**src/design/bmc_pkg.sv**
```systemverilog
`default_nettype none
package bmc_pkg;

  localparam int CfgIndexBits = 3;
  localparam int CfgDataBits  = 16;

  localparam logic [CfgIndexBits-1:0] REG_CLICK_MIN   = 3'd0;
  localparam logic [CfgIndexBits-1:0] REG_CLICK_MAX   = 3'd1;
  localparam logic [CfgIndexBits-1:0] REG_LONG_MIN    = 3'd2;
  localparam logic [CfgIndexBits-1:0] REG_LONG_MAX    = 3'd3;
  localparam logic [CfgIndexBits-1:0] REG_GAP_MIN     = 3'd4;
  localparam logic [CfgIndexBits-1:0] REG_GAP_MAX     = 3'd5;
  localparam logic [CfgIndexBits-1:0] REG_CLICK_LIMIT = 3'd6;

  localparam logic [15:0] RST_CLICK_MIN   = 16'd50;
  localparam logic [15:0] RST_CLICK_MAX   = 16'd500;
  localparam logic [15:0] RST_LONG_MIN    = 16'd1000;
  localparam logic [15:0] RST_LONG_MAX    = 16'd5000;
  localparam logic [15:0] RST_GAP_MIN     = 16'd50;
  localparam logic [15:0] RST_GAP_MAX     = 16'd400;
  localparam logic [7:0]  RST_CLICK_LIMIT = 8'd3;

  localparam logic [1:0] EV_SINGLE = 2'd0;
  localparam logic [1:0] EV_DOUBLE = 2'd1;
  localparam logic [1:0] EV_TRIPLE = 2'd2;
  localparam logic [1:0] EV_LONG   = 2'd3;

  typedef struct packed {
    logic [15:0] click_min;
    logic [15:0] click_max;
    logic [15:0] long_min;
    logic [15:0] long_max;
    logic [15:0] gap_min;
    logic [15:0] gap_max;
    logic [7:0]  click_limit;
  } bmc_cfg_t;

  typedef struct packed {
    logic       emit;
    logic [1:0] code;
  } bmc_event_t;

endpackage
`default_nettype wire

```
**src/design/bmc_cfg_regs.sv**
```systemverilog
`default_nettype none
module bmc_cfg_regs (
  input  wire logic                              clk,
  input  wire logic                              rst,
  input  wire logic                              wr_en,
  input  wire logic [bmc_pkg::CfgIndexBits-1:0]  wr_index,
  input  wire logic [bmc_pkg::CfgDataBits-1:0]   wr_data,
  output bmc_pkg::bmc_cfg_t                      cfg
);
  import bmc_pkg::*;

  always_ff @(posedge clk) begin
    if (rst) begin
      cfg.click_min   <= RST_CLICK_MIN;
      cfg.click_max   <= RST_CLICK_MAX;
      cfg.long_min    <= RST_LONG_MIN;
      cfg.long_max    <= RST_LONG_MAX;
      cfg.gap_min     <= RST_GAP_MIN;
      cfg.gap_max     <= RST_GAP_MAX;
      cfg.click_limit <= RST_CLICK_LIMIT;
    end else if (wr_en) begin
      case (wr_index)
        REG_CLICK_MIN:   cfg.click_min   <= wr_data;
        REG_CLICK_MAX:   cfg.click_max   <= wr_data;
        REG_LONG_MIN:    cfg.long_min    <= wr_data;
        REG_LONG_MAX:    cfg.long_max    <= wr_data;
        REG_GAP_MIN:     cfg.gap_min     <= wr_data;
        REG_GAP_MAX:     cfg.gap_max     <= wr_data;
        REG_CLICK_LIMIT: cfg.click_limit <= wr_data[7:0];
        default: begin
        end
      endcase
    end
  end

endmodule
`default_nettype wire

```
**src/design/bmc_fsm.sv**
```systemverilog
`default_nettype none
module bmc_fsm #(
  parameter int COUNT_BITS = 16
) (
  input  wire logic          clk,
  input  wire logic          rst,
  input  wire logic          step,
  input  wire logic          pressed,
  input  wire bmc_pkg::bmc_cfg_t cfg,
  output bmc_pkg::bmc_event_t ev
);
  import bmc_pkg::*;

  localparam int CmpBits = (COUNT_BITS > 16) ? COUNT_BITS : 16;

  typedef enum logic [2:0] {
    PH_FIRST = 3'b001,
    PH_PAUSE = 3'b010,
    PH_NEXT  = 3'b100
  } phase_t;

  phase_t                phase, phase_next;
  logic [COUNT_BITS-1:0] tick_count, tick_count_next;
  logic [7:0]            click_count, click_count_next;

  logic [COUNT_BITS-1:0] tick_inc;
  logic [CmpBits-1:0]    tick_ext, inc_ext;
  logic [CmpBits-1:0]    click_min_x, click_max_x, long_min_x, long_max_x;
  logic [CmpBits-1:0]    gap_min_x, gap_max_x;
  logic                  gap_ok;

  assign tick_inc    = (&tick_count) ? tick_count : tick_count + 1'b1;
  assign tick_ext    = CmpBits'(tick_count);
  assign inc_ext     = CmpBits'(tick_inc);
  assign click_min_x = CmpBits'(cfg.click_min);
  assign click_max_x = CmpBits'(cfg.click_max);
  assign long_min_x  = CmpBits'(cfg.long_min);
  assign long_max_x  = CmpBits'(cfg.long_max);
  assign gap_min_x   = CmpBits'(cfg.gap_min);
  assign gap_max_x   = CmpBits'(cfg.gap_max);
  assign gap_ok      = (tick_ext >= gap_min_x) && (tick_ext <= gap_max_x);

  always_comb begin
    phase_next       = phase;
    tick_count_next  = tick_count;
    click_count_next = click_count;
    ev.emit          = 1'b0;
    ev.code          = EV_SINGLE;
    case (phase)
      PH_FIRST: begin
        if (pressed) begin
          tick_count_next = tick_inc;
        end else if (tick_ext > click_min_x) begin
          if (tick_ext < click_max_x) begin
            phase_next       = PH_PAUSE;
            tick_count_next  = '0;
            click_count_next = 8'd1;
          end else if (tick_ext > click_max_x) begin
            if ((tick_ext >= long_min_x) && (tick_ext <= long_max_x)) begin
              ev.emit = 1'b1;
              ev.code = EV_LONG;
            end
            tick_count_next = '0;
          end
        end else begin
          tick_count_next = '0;
        end
      end
      PH_PAUSE: begin
        if (!pressed) begin
          tick_count_next = tick_inc;
          if (inc_ext >= gap_max_x) begin
            if ((click_count >= 8'd1) && (click_count <= 8'd3)) begin
              ev.emit = 1'b1;
              ev.code = 2'(click_count - 8'd1);
            end
            phase_next       = PH_FIRST;
            tick_count_next  = '0;
            click_count_next = '0;
          end
        end else if (gap_ok && (click_count <= cfg.click_limit)) begin
          phase_next       = PH_NEXT;
          tick_count_next  = '0;
          click_count_next = click_count + 8'd1;
        end else begin
          phase_next       = PH_FIRST;
          tick_count_next  = '0;
          click_count_next = '0;
        end
      end
      PH_NEXT: begin
        if (pressed) begin
          tick_count_next = tick_inc;
        end else if (gap_ok) begin
          phase_next      = PH_PAUSE;
          tick_count_next = '0;
        end else begin
          phase_next       = PH_FIRST;
          tick_count_next  = '0;
          click_count_next = '0;
        end
      end
      default: begin
        phase_next       = PH_FIRST;
        tick_count_next  = '0;
        click_count_next = '0;
      end
    endcase
  end

  always_ff @(posedge clk) begin
    if (rst) begin
      phase       <= PH_FIRST;
      tick_count  <= '0;
      click_count <= '0;
    end else if (step) begin
      phase       <= phase_next;
      tick_count  <= tick_count_next;
      click_count <= click_count_next;
    end
  end

  // click sequence end always lands back in an empty first-press state
  a_click_end_restarts: assert property (@(posedge clk) disable iff (rst)
    step && ev.emit && (ev.code != EV_LONG)
      |=> (phase == PH_FIRST) && (tick_count == '0) && (click_count == '0))
    else $error("click event did not restart the sequence");

  a_long_from_first: assert property (@(posedge clk) disable iff (rst)
    step && ev.emit && (ev.code == EV_LONG) |-> (phase == PH_FIRST) && !pressed)
    else $error("long press reported outside first press");

  a_hold_without_step: assert property (@(posedge clk) disable iff (rst)
    !step |=> $stable(phase) && $stable(tick_count) && $stable(click_count))
    else $error("state moved without a word");

endmodule
`default_nettype wire

```
**src/design/button_multi_click_classifier_core.sv**
```systemverilog
// an accepted input word is held in the input register; its event is then registered in the event
// register on the master side; throughput: one tick word per cycle while no event waits on m_tready,
// set by the state update between the input register and the event register
// an event waiting on m_tready holds the next tick in the input register and stalls s_tready
// reset: rst is synchronous, clears the state machine and restores config defaults
`default_nettype none
module button_multi_click_classifier_core #(
  parameter int COUNT_BITS = 16
) (
  input  wire logic                             clk,
  input  wire logic                             rst,
  input  wire logic                             s_tvalid,
  output logic                                  s_tready,
  input  wire logic [7:0]                       s_tdata,   // [0] pressed
  output logic                                  m_tvalid,
  input  wire logic                             m_tready,
  output logic [7:0]                            m_tdata,   // [1:0] event_code
  input  wire logic                             cfg_valid,
  output logic                                  cfg_ready,
  input  wire logic [bmc_pkg::CfgIndexBits-1:0] cfg_index,
  input  wire logic [bmc_pkg::CfgDataBits-1:0]  cfg_data
);
  import bmc_pkg::*;

  bmc_cfg_t   cfg;
  bmc_event_t ev;
  logic       in_valid;
  logic       in_pressed;
  logic [1:0] out_code;
  logic       process;
  logic       s_accept;

  assign cfg_ready = 1'b1;
  assign process   = in_valid && (!m_tvalid || m_tready);
  assign s_tready  = !in_valid || process;
  assign s_accept  = s_tvalid && s_tready;
  assign m_tdata   = {6'b0, out_code};

  bmc_cfg_regs u_cfg (
    .clk      (clk),
    .rst      (rst),
    .wr_en    (cfg_valid),
    .wr_index (cfg_index),
    .wr_data  (cfg_data),
    .cfg      (cfg)
  );

  bmc_fsm #(
    .COUNT_BITS (COUNT_BITS)
  ) u_fsm (
    .clk     (clk),
    .rst     (rst),
    .step    (process),
    .pressed (in_pressed),
    .cfg     (cfg),
    .ev      (ev)
  );

  always_ff @(posedge clk) begin
    if (rst) begin
      in_valid <= 1'b0;
    end else if (s_accept) begin
      in_valid <= 1'b1;
    end else if (process) begin
      in_valid <= 1'b0;
    end
  end

  always_ff @(posedge clk) begin
    if (s_accept) begin
      in_pressed <= s_tdata[0];
    end
  end

  always_ff @(posedge clk) begin
    if (rst) begin
      m_tvalid <= 1'b0;
    end else if (process) begin
      m_tvalid <= ev.emit;
    end else if (m_tready) begin
      m_tvalid <= 1'b0;
    end
  end

  always_ff @(posedge clk) begin
    if (process) begin
      out_code <= ev.code;
    end
  end

  // input side only stalls while a word waits and the event register is blocked
  a_stall_cause: assert property (@(posedge clk) disable iff (rst)
    !s_tready |-> in_valid && m_tvalid && !m_tready)
    else $error("input stalled without a blocked event");

  a_no_event_loss: assert property (@(posedge clk) disable iff (rst)
    m_tvalid && !m_tready |=> m_tvalid && $stable(out_code))
    else $error("pending event overwritten");

endmodule
`default_nettype wire
```
**config.mk**
```make
export PLATFORM = sky130hd
export DESIGN_NAME = button_multi_click_classifier_core
export DESIGN_NICKNAME = d
export VERILOG_FILES = /design/src/design/bmc_pkg.sv /design/src/design/bmc_cfg_regs.sv /design/src/design/bmc_fsm.sv /design/src/design/button_multi_click_classifier_core.sv
export SDC_FILE = /design/constraint.sdc
export NUM_CORES = 1
export LEC_CHECK = 0
export ABC_AREA = 1
export BUFFER_PORTS_ARGS = -buffer_cell sky130_fd_sc_hd__buf_2
export CAP_MARGIN = 20
export CELL_PAD_IN_SITES_DETAIL_PLACEMENT = 0
export CELL_PAD_IN_SITES_GLOBAL_PLACEMENT = 2
export CORE_MARGIN = 8
export CORE_UTILIZATION = 39
export DETAILED_ROUTE_END_ITERATION = 16
export PLACE_DENSITY_LB_ADDON = 0.1
export SLEW_MARGIN = 20
export SYNTH_ARGS = -nofsm -noshare
export SYNTH_HDL_FRONTEND = slang
export SYNTH_SLANG_ARGS = --single-unit
```
**constraint.sdc**
```tcl
create_clock -name clk -period 9.6 [get_ports clk]
set_input_delay 0 -clock clk [delete_from_list [all_inputs] [get_ports clk]]
set_output_delay 0 -clock clk [all_outputs]
set_load 0.05 [all_outputs]
```
==> out/results.tsv, run 1 <==
stage	metric	value	unit
placed_design	gp_congestion	0.801	
synth	synth_compound_area_frac	0.189	
power	leakage	0.00446	µW
worst_setup_path	startpoint_type	flop	
synth	synth_ff_type	dfxtp_1	
synth	muxShareOfSynthArea	0	
detailed_routing	drc	0	
global_route	grt_pass1_vias	6836	
cells_and_area	num_antenna_cells	0	
power	cellPowerDensity	150	nW/µm²
synth	synth-seq-cells	136	
synth	yosys.area.top_type_share	0.312	
timing	period_share	0.472	
floorplanning	num_rows	54	
detailed_routing	wl_per_cell	15.5	µm
timing	fin_ws	5.07	ns
clock_network	clk_pin_slew	0.07	ns
global_route	grt_max_degree	107	
power	power_frac_comb	0.124	
worst_setup_path	crit_fanout	20	
floorplanning	initial_core_util	0.394	
global_route	track_usage	0.179	
synth	synth_cell_types	38	
synth	synth_edf_count	3	
detailed_routing	vias	7250	
floorplanning	ios	43	
power	switchingPower	394	µW
cells_and_area	syn_to_final_growth	13.4	%
run	maxCapViolCount	0	
cells_and_area	final_core_util	0.447	
power	pwr-share-seq	0.411	
placed_design	io_buffers	28	
clock_network	cts_num_sinks	136	
worst_setup_path	critical_path_class	flop to flop	
detailed_routing	drt_wl_total	23300	µm
timing	finalSetupViolCount	0	
clock_network	cts_setup_buffers	0	
timing	min_period	4.53	ns
timing	tightest_slew	1.08	ns
floorplanning	dieArea	26900	µm²
synth	synthTopCellsByArea	dfxtp_1 31%, ha_1 18%, a21oi_1 9.1%, nand2_1 8.2%, inv_1 7.7%	
timing	finClkSkew	0.0122	ns
placed_design	dp_hpwl	16800	µm
outcome	status	complete, no violations	
global_route	grt_overflow_total	0	
power	sw_frac_of_total	0.271	
synth	ys_warn_count	0	
detailed_routing	drtPass1Iterations	5	
timing	finalSetupTns	0	ns
power	p_int	1060	µW
global_route	antenna_found_initial	0	
synth	synth_largest_area_cell	dfxtp_1	
synth	synth_seq_area_share	0.322	
synth	synthAdderAreaFrac	0.182	
cells_and_area	drive_above_1_share	0.0777	
floorplanning	core	21700	µm²
timing	finalHoldViolCount	0	
detailed_routing	drtIter0Drc	371	
worst_setup_path	worstSetupEndpointType	flop	
clock_network	clockBufferDepth	2	
timing	rsz0062_at_grt	no	
synth	synth_area	8540	µm²
min_path	min_path_type	input pin to flop	
synth	synth-simple-area-share	0.188	
synth	synth.avg_cell_area	7.29	µm²
global_route	grt_pass1_wl	37400	µm
placed_design	dp_cells	1450	
synth	synthesis.instances	1171	
floorplanning	die_w	164	µm
synth	synthXorXnorAreaFrac	0.0133	
placed_design	preCtsSetupSlack	5.08	ns
worst_setup_path	worstPathRequired	9.88	ns
cells_and_area	fillerInstances	2274	
timing	finalMaxSlewViolations	0	
synth	postSynth.asyncResetShare	0	
timing	timing.slew.headroom	0.280	
clock_network	insertion_delay	0.42	ns
cells_and_area	fin_nets	1365	
synth	synth_top_family_by_area	compound AO/OA/AOI/OAI gates	
clock_network	h-tree-depth	4	
power	pwr-share-clk	0.465	
worst_setup_path	cp_data_arrival_time	4.81	ns
floorplanning	die_h	164	µm
clock_network	root_buffer	clkbuf_16	
cells_and_area	fin_cells	1502	
detailed_routing	ant_nets	0	
timing	max_clock_freq	221	MHz
detailed_routing	vias_per_cell	4.83	
power	p_total	1450	µW
clock_network	tritoncts	built	
power	ir_drop	0.000110	V
clock_network	cts_buffers	17	
==> stage by stage <==
step,instance area (µm²),hold slack [ns]
5_1_grt,9690,0.0963
2_1_floorplan,8560,0.0989
4_1_cts,9690,0.0395
3_5_place_dp,8890,0.181
6_report,9690,0.0475
3_3_place_gp,8890,0.177
==> power groups by stage <==
stage / clock network, µW / registers [µW] / logic, µW
after floorplan: 0 / 608 / 127
after CTS: 694 / 598 / 182
final: 676 / 598 / 180
after global routing: 720 / 600 / 208
after detailed placement: 0 / 611 / 175
after global placement: 0 / 611 / 173
==> final timing paths <==
check                              startpoint                                 to  slack [ns]  depth (start not counted)
max          u_fsm.tick_count[1]$_SDFFE_PP0P_  u_fsm.click_count[4]$_SDFFE_PP0P_        5.07                         19
min                              cfg_index[0]          u_cfg.cfg[0]$_SDFFE_PP1P_        0.05                          6
max reg2reg  u_fsm.tick_count[1]$_SDFFE_PP0P_  u_fsm.click_count[4]$_SDFFE_PP0P_        5.07                         19
min reg2reg       u_cfg.cfg[101]$_SDFFE_PP0P_        u_cfg.cfg[101]$_SDFFE_PP0P_        0.46                          2
==> cells in the final DEF, fill, tap and decap left out, types with 5 or more instances in the layout <==
cell type and n:
a21oi_1 156, buf_2 28, buf_4 5, clkbuf_16 17, clkinvlp_4 5, conb_1 7
dfxtp_1 133, dlygate4sd3_1 20, ha_1 124, inv_1 174, inv_2 9, nand2_1 186
nand2_2 6, nand3_1 43, nand4_1 18, nor2_1 79, nor2_2 6, nor3_1 15
o211ai_1 23, o21ai_0 110, xor2_1 11
==> per-layer routing <==
metal  GRT usage  part of all wire
met1       0.244              0.52
met2       0.295              0.46
met3      0.0238             0.018
met4      0.0459            0.0092
met5           0                 0
==> critical path: stages, from the launching register on <==
cell and delay (ns):
dfxtp_1 0.64, ha_1 0.30, nand3_2 0.10, nor2_2 0.22, nand3b_1 0.16, nor2_2 0.16
nand2_2 0.16, nand2_2 0.11, nor2_1 0.05, xor2_1 0.16, inv_2 0.06, ha_1 0.28
a21oi_1 0.15, o21ai_0 0.10, a21oi_1 0.20, nand3_1 0.20, o21ai_2 0.87, nor2_2 0.25
nand2_1 0.15, a21oi_1 0.07
==> state kept, by name, indices dropped and copies added, names as in the netlist <==
register / flops
u_fsm.phase: 3
in_valid: 1
u_fsm.tick_count: 16
u_fsm.click_count: 8
u_cfg.cfg: 104
out_code: 2
in_pressed: 1
m_tvalid: 1
==> synth_stat cells (2+ instances only) <==
| library cell | number |
|---|---|
| clkbuf_1 | 27 |
| xor2_1 | 11 |
| nor2_1 | 79 |
| nand3_1 | 43 |
| xnor2_1 | 2 |
| o211ai_1 | 23 |
| nor3_2 | 2 |
| inv_2 | 8 |
| nor4_1 | 4 |
| a21o_1 | 3 |
| a21oi_2 | 3 |
| o21ai_1 | 3 |
| nor3_1 | 15 |
| nand4_1 | 18 |
| nand2_2 | 6 |
| nor2_2 | 6 |
| nand3b_1 | 4 |
| dfxtp_1 | 133 |
| nor2_4 | 2 |
| buf_6 | 3 |
| o21a_1 | 3 |
| ha_1 | 124 |
| o21ai_0 | 110 |
| a21oi_1 | 156 |
| conb_1 | 2 |
| inv_1 | 175 |
| edfxtp_1 | 3 |
| buf_4 | 8 |
| nand2_1 | 186 |
==> final cells by class <==
cell class / count / area (µm²) / area share
multi-input combinational: 817 / 4910 / 0.507
clock inverter: 11 / 150 / 0.0155
tap: 280 / 350 / 0.0362
timing repair buffer: 53 / 378 / 0.0390
sequential: 136 / 2750 / 0.284
inverter: 184 / 693 / 0.0715
clock buffer: 21 / 450 / 0.0465
==> cell families (layout without fill, tap and decap cells) <==
group / after synthesis / after routing
adder cells (fa/ha/maj): 124 / 124
XOR/XNOR: 13 / 13
other: 2 / 7
AND/OR/NAND/NOR: 369 / 369
flip-flops: 136 / 136
buffers and inverters: 223 / 269
AO/OA/AOI/OAI: 304 / 304
==> repair_timing <==
| action | in CTS | in global routing |
|---|---|---|
| hold buffers | 20 | 0 |
| gates resized for setup | 0 | 0 |
| endpoints found under the hold margin | 75 | 0 |
Note: power is estimated with default switching activity, not from simulation.
==> run 2: changes to the inputs <==
--- a/config.mk
+++ b/config.mk
@@ -11,7 +11,7 @@
 export CELL_PAD_IN_SITES_DETAIL_PLACEMENT = 0
 export CELL_PAD_IN_SITES_GLOBAL_PLACEMENT = 2
 export CORE_MARGIN = 8
-export CORE_UTILIZATION = 39
+export CORE_UTILIZATION = 36
 export DETAILED_ROUTE_END_ITERATION = 16
 export PLACE_DENSITY_LB_ADDON = 0.1
 export SLEW_MARGIN = 20
==> constraint.sdc (replaced) <==
create_clock -name clk -period 4.5 [get_ports clk]
set_input_delay 0 -clock clk [delete_from_list [all_inputs] [get_ports clk]]
set_output_delay 0 -clock clk [all_outputs]
set_load 0.05 [all_outputs]
==> run 2 against run 1 <==
  * Critical path depth up 2
  * Clock-buffer cell count down 2
  * Setup slack got worse by 4.4 ns
  * Worst hold slack better by 0.0056 ns
  * Largest power group unchanged
  * Clock skew fell by 0.0025 ns
  * Sequential cell count is the same
  * Critical path type unchanged
  * Sequential share of layout area is 0.53 points lower
  * Via count grew 2.0%
==> out/results.tsv, run 2 (synthesis gave the netlist of run 1 again) <==
stage	metric	value	unit	change
outcome	status	complete, no violations		
worst_setup_path	critical_path_class	flop to flop		
timing	min_period	3.84	ns	-0.684 ns
timing	timing.slew.headroom	0.433		+0.153
global_route	grt_max_degree	53		-50%
floorplanning	ios	43		unchanged
detailed_routing	drtIter0Drc	431		+16%
clock_network	clk_pin_slew	0.06	ns	about the same
cells_and_area	top_register	u_cfg.cfg		
detailed_routing	wl_per_cell	15.6	µm	+0.64%
power	cellPowerDensity	317	nW/µm²	+110%
floorplanning	dieArea	28900	µm²	+7.5%
timing	finalHoldViolCount	0		unchanged
global_route	grt_pass1_wl	39900	µm	+6.5%
floorplanning	die_h	170	µm	+3.7%
placed_design	gp_congestion	0.770		-3.9%
timing	rsz0062_at_grt	no		
cells_and_area	num_antenna_cells	0		unchanged
cells_and_area	final_cell_mix	186 x nand2_1, 174 x inv_1, 156 x a21oi_1		
placed_design	dp_hpwl	17800	µm	+6.3%
floorplanning	initial_core_util	0.365		-0.0288
worst_setup_path	worstSetupEndpointType	flop		
detailed_routing	vias_per_cell	4.74		-1.7%
detailed_routing	ant_nets	0		unchanged
clock_network	cts_buffers	17		unchanged
clock_network	clockBufferDepth	2		unchanged
worst_setup_path	crit_path_frequent_cell	nor2_2		
clock_network	h-tree-depth	4		unchanged
cells_and_area	final_common_cell	nand2_1		
detailed_routing	vias	7392		+2.0%
clock_network	insertion_delay	0.42	ns	about the same
clock_network	tritoncts	built		
power	leakage	0.00457	µW	+2.5%
timing	tightest_slew	0.849	ns	-0.231 ns
min_path	holdPathStages	6		unchanged
timing	max_clock_freq	260	MHz	+18%
cells_and_area	fin_cells	1558		+3.7%
timing	finClkSkew	0.00966	ns	-0.00251 ns
timing	period_share	0.854		+0.383
worst_setup_path	crit_fanout	9		-55%
detailed_routing	drtPass1Iterations	5		unchanged
worst_setup_path	worstPathRequired	4.78	ns	-5.10 ns
placed_design	preCtsSetupSlack	0.734	ns	-4.35 ns
floorplanning	die_w	170	µm	+3.7%
global_route	antenna_found_initial	0		unchanged
power	ir_drop	0.000187	V	+70%
global_route	track_usage	0.176		-0.00323
run	maxCapViolCount	0		unchanged
global_route	grt_pass1_vias	7241		+5.9%
clock_network	cts_num_sinks	136		unchanged
worst_setup_path	cp_data_arrival_time	4.13	ns	-0.68 ns
worst_setup_path	rr_worst_depth	21		+2
worst_setup_path	crit_chain	ha_1 > nand3_2 > nor2_2 > nand3b_1 > nor2_2 > nand2_2 > nand2_2 > nor2_1 > xor2_1 > inv_2 > ha_1 > nand4_1 > nor3_1 > nand3_1 > nand3_1 > o21ai_2 > buf_4 > nor2_2 > nand2_1 > nand2_1 > nor2_1		
min_path	min_path_type	input pin to flop		
detailed_routing	drt_wl_total	24300	µm	+4.4%
clock_network	root_buffer	clkbuf_16		
floorplanning	core	23400	µm²	+7.9%
floorplanning	num_rows	56		+3.7%
timing	finalMaxSlewViolations	0		unchanged
timing	fin_ws	0.656	ns	-4.42 ns
detailed_routing	drc	0		unchanged
cells_and_area	reg_top3	u_cfg.cfg x104, u_fsm.tick_count x16, u_fsm.click_count x8		
cells_and_area	fin_nets	1382		+1.2%
timing	finalSetupViolCount	0		unchanged
cells_and_area	largest_reg_flops	104		unchanged
placed_design	io_buffers	28		unchanged
placed_design	dp_cells	1506		+3.9%
cells_and_area	drive_above_1_share	0.0928		+0.0151
cells_and_area	syn_to_final_growth	15.6	%	
worst_setup_path	crit_path_top_delay_cell	dfxtp_1		
timing	finalSetupTns	0	ns	unchanged
global_route	grt_overflow_total	0		unchanged
worst_setup_path	critPathMaxStageDelay	0.44	ns	-0.43 ns
worst_setup_path	startpoint_type	flop		
## run 2: cell types whose count changed in the layout (fill, tap and decap cells not counted)
cell	previous run	this run
clkbuf_16	17	18
clkinv_2	1	3
bufinv_16	3	2
clkinv_4	2	4
buf_4	5	22
clkbuf_1	3	0
clkinvlp_4	5	2
inv_6	0	2
## run 2: area by class of cell
cell class                 instances  area, µm²
fill                            2529      13500
multi-input combinational        817       4910
sequential                       136       2750
inverter                         184        693
timing repair buffer              70        505
clock buffer                      19        464
tap                              319        399
clock inverter                    13        143
## run 2: where the power goes
group | total (µW) | leakage, µW | switching, µW | internal, µW
combinational | 405 | 0.00316 | 273 | 132
clock | 1460 | 0.000295 | 587 | 868
sequential | 1270 | 0.00111 | 18.0 | 1250
## run 2: metrics by stage
step	hold WS, ns	total power, µW	util	instance area, µm²
3_3_place_gp	0.180	1690	0.387	9060
5_1_grt	0.0659	3290	0.422	9870
4_1_cts	0.0360	3180	0.422	9870
3_5_place_dp	0.182	1690	0.387	9060
6_report	0.0531	3130	0.422	9870
2_1_floorplan	0.0989	1570	-	8560
## run 2: final timing paths
path | startpoint | slack (ns) | endpoint
worst min-delay path | cfg_index[0] | 0.05 | u_cfg.cfg[0]$_SDFFE_PP1P_
worst max register to register | u_fsm.tick_count[0]$_SDFFE_PP0P_ | 0.66 | u_fsm.click_count[7]$_SDFFE_PP0P_
worst min register to register | u_cfg.cfg[36]$_SDFFE_PP0P_ | 0.46 | u_cfg.cfg[36]$_SDFFE_PP0P_
worst max-delay path | u_fsm.tick_count[0]$_SDFFE_PP0P_ | 0.66 | u_fsm.click_count[7]$_SDFFE_PP0P_
## run 2: timing repair
item,in CTS,in global routing
hold buffers,20,0
resized for setup,0,0
endpoints found under the hold margin,86,0
buffers inserted,0,0
## run 2: per-layer routing
metal / wire (µm) / vias to the layer above / track usage
li1: - / 3993 / -
met1: 12600 / 3303 / 0.240
met2: 11000 / 79 / 0.289
met3: 512 / 17 / 0.0264
met4: 217 / 0 / 0.0412
met5: 0 / - / 0
## run 2: critical path, delay by kind of cell, from the launching register on
family                     cells  cell delay, ns
xor gates and xnor gates       1            0.15
AOI/OAI and AO/OA              1            0.07
and+or+nand+nor               15            2.28
adders and majority gates      2            0.52
buffers and inverters          2            0.23
DFF                            1            0.44
==> run 3: changes to the inputs <==
--- a/config.mk
+++ b/config.mk
@@ -8,12 +8,10 @@
 export ABC_AREA = 1
 export BUFFER_PORTS_ARGS = -buffer_cell sky130_fd_sc_hd__buf_2
 export CAP_MARGIN = 20
-export CELL_PAD_IN_SITES_DETAIL_PLACEMENT = 0
-export CELL_PAD_IN_SITES_GLOBAL_PLACEMENT = 2
 export CORE_MARGIN = 8
-export CORE_UTILIZATION = 36
+export CORE_UTILIZATION = 45
 export DETAILED_ROUTE_END_ITERATION = 16
-export PLACE_DENSITY_LB_ADDON = 0.1
+export GPL_ROUTABILITY_DRIVEN = 0
 export SLEW_MARGIN = 20
 export SYNTH_ARGS = -nofsm -noshare
 export SYNTH_HDL_FRONTEND = slang
==> run 3 against run 2 <==
  * Core utilization is 10 points higher
  * Cell area down 1.3%
  * Combinational power shrank 4%
  * Worst hold slack gained 0.018 ns
  * Final cell count down 6.0%
  * Total power is 1.6% higher
  * Critical endpoint is now u_fsm.tick_count[4]$_SDFFE_PP0P_
  * Largest cell class unchanged
==> out/results.tsv, run 3 (synthesis gave the netlist of run 1 again) <==
stage	metric	value	unit	change
worst_setup_path	startpoint	u_fsm.tick_count[1]$_SDFFE_PP0P_		
cells_and_area	syn_to_final_growth	14.1	%	
worst_setup_path	crit_fanout	16		+7
detailed_routing	drtPass1Iterations	5		unchanged
floorplanning	dieArea	23600	µm²	-18%
outcome	status	complete, no violations		
worst_setup_path	startpoint_type	flop		
worst_setup_path	reg2reg_from	u_fsm.tick_count[1]$_SDFFE_PP0P_		
cells_and_area	top_register	u_cfg.cfg		
cells_and_area	final_cell_mix	186 x nand2_1, 174 x inv_1, 156 x a21oi_1		
cells_and_area	final_core_util	0.523		+0.101
floorplanning	die_w	154	µm	-9.6%
global_route	antenna_found_initial	0		unchanged
floorplanning	die_h	154	µm	-9.6%
cells_and_area	drive_above_1_share	0.0853		-0.00752
cells_and_area	fillerInstances	1877		-26%
timing	min_period	3.77	ns	-0.0756 ns
global_route	track_usage	0.189		+0.0126
global_route	grt_overflow_total	0		unchanged
timing	finalSetupViolCount	0		unchanged
min_path	min_path_type	input pin to flop		
detailed_routing	vias_per_cell	5.14		+8.4%
cells_and_area	multi_input_area	4910	µm²	unchanged
clock_network	postCtsHoldBufs	21		+5.0%
clock_network	cts_num_sinks	136		unchanged
cells_and_area	regArea	2750	µm²	unchanged
floorplanning	num_rows	50		-11%
clock_network	h-tree-depth	4		unchanged
timing	finClkSkew	0.00846	ns	-0.00120 ns
worst_setup_path	cp_data_arrival_time	4.11	ns	-0.02 ns
min_path	hp-start	cfg_index[0]		
cells_and_area	largest_reg_flops	104		unchanged
detailed_routing	drt_wl_total	21800	µm	-10%
cells_and_area	fin_nets	1374		-0.58%
detailed_routing	wl_per_cell	14.9	µm	-4.5%
cells_and_area	final_common_cell	nand2_1		
clock_network	clockBufferDepth	2		unchanged
timing	timing.slew.headroom	0.483		+0.0500
timing	finalHoldViolCount	0		unchanged
power	leakage	0.00454	µW	-0.59%
worst_setup_path	worstSetupEndpointType	flop		
floorplanning	ios	43		unchanged
timing	period_share	0.837		-0.0168
timing	tightest_slew	0.774	ns	-0.0748 ns
timing	max_clock_freq	265	MHz	+2.0%
floorplanning	initial_core_util	0.458		+0.0932
worst_setup_path	crit_path_frequent_cell	a21oi_1		
detailed_routing	drc	0		unchanged
timing	finalSetupTns	0	ns	unchanged
detailed_routing	drtIter0Drc	445		+3.2%
clock_network	clk_pin_slew	0.06	ns	about the same
run	maxCapViolCount	0		unchanged
global_route	grt_pass1_wl	36200	µm	-9.2%
timing	rsz0062_at_grt	no		
worst_setup_path	crit_chain	buf_4 > ha_1 > nand3_2 > nor2_2 > nand3b_1 > nor2_2 > nand2_2 > nand2_2 > nor2_1 > xor2_1 > inv_2 > ha_1 > a21oi_1 > o21ai_0 > a21oi_1 > nand3_1 > o21ai_2 > buf_4 > nand3_1 > a21oi_1		
global_route	grt_max_degree	61		+15%
floorplanning	core	18600	µm²	-20%
clock_network	insertion_delay	0.42	ns	about the same
clock_network	cts_resized	0		unchanged
placed_design	dp_hpwl	15900	µm	-11%
timing	finalMaxSlewViolations	0		unchanged
worst_setup_path	critical_path_class	flop to flop		
worst_setup_path	worstPathRequired	4.84	ns	+0.06 ns
clock_network	cts_buffers	17		unchanged
global_route	grt_pass1_vias	7127		-1.6%
clock_network	cts_setup_buffers	0		unchanged
clock_network	tritoncts	built		
worst_setup_path	critPathMaxStageDelay	0.30	ns	-0.14 ns
worst_setup_path	crit_path_top_delay_cell	dfxtp_1		
power	ir_drop	0.000270	V	+44%
power	cellPowerDensity	326	nW/µm²	+2.9%
detailed_routing	vias	7534		+1.9%
cells_and_area	reg_top3	u_cfg.cfg x104, u_fsm.tick_count x16, u_fsm.click_count x8		
placed_design	io_buffers	28		unchanged
detailed_routing	ant_nets	0		unchanged
clock_network	root_buffer	clkbuf_16		
cells_and_area	num_antenna_cells	0		unchanged
run 3: worst paths after layout:
path / end / slack [ns] / cells past startpoint
worst max register to register: u_fsm.tick_count[4]$_SDFFE_PP0P_ / 0.73 / 20
worst min register to register: u_cfg.cfg[57]$_SDFFE_PP0P_ / 0.46 / 2
worst max-delay path: u_fsm.tick_count[4]$_SDFFE_PP0P_ / 0.73 / 20
worst min-delay path: u_cfg.cfg[1]$_SDFFE_PP1P_ / 0.07 / 5
run 3: worst max-delay path: cells and delay by family, from the launching register on:
family                     cells  cell delay (ns)
and+or+nand+nor                9             1.19
AOI/OAI and AO/OA              5             0.97
buffers and inverters          3             0.54
adders and majority gates      2             0.51
DFF                            1             0.30
xor gates and xnor gates       1             0.17
run 3: metrics by stage:
stage                     hold slack (ns)  worst slack [ns]  instance area (µm²)  std cells  total power (µW)
after floorplan                    0.0989              1.46                 8560       1176              1570
after global placement              0.177             0.937                 8890       1412              1660
after global routing                0.123             0.459                 9750       1465              3320
after detailed placement            0.181             0.827                 8890       1412              1670
after CTS                          0.0617             0.798                 9750       1465              3200
final                              0.0710             0.732                 9750       1465              3180
run 3: layer usage:
layer,wire (µm),GRT usage,up-vias
met5,0,0,-
met4,228,0.0485,0
met3,611,0.0342,20
met2,10100,0.313,86
met1,10900,0.249,3452
li1,-,-,3976
run 3: cell type report:
type	count	share of cell area
inverters	184	0.0711
flip-flops and latches	136	0.282
repair buffers	62	0.0460
clock inverters	9	0.0140
well taps	234	0.0300
clock buffers	23	0.0522
multi-input cells	817	0.504
run 3: where the power goes:
part,switching (µW),total (µW),internal [µW]
Clock,551,1520,967
Combinational,259,387,128
Sequential,23.2,1270,1250
Total,833,3180,2340
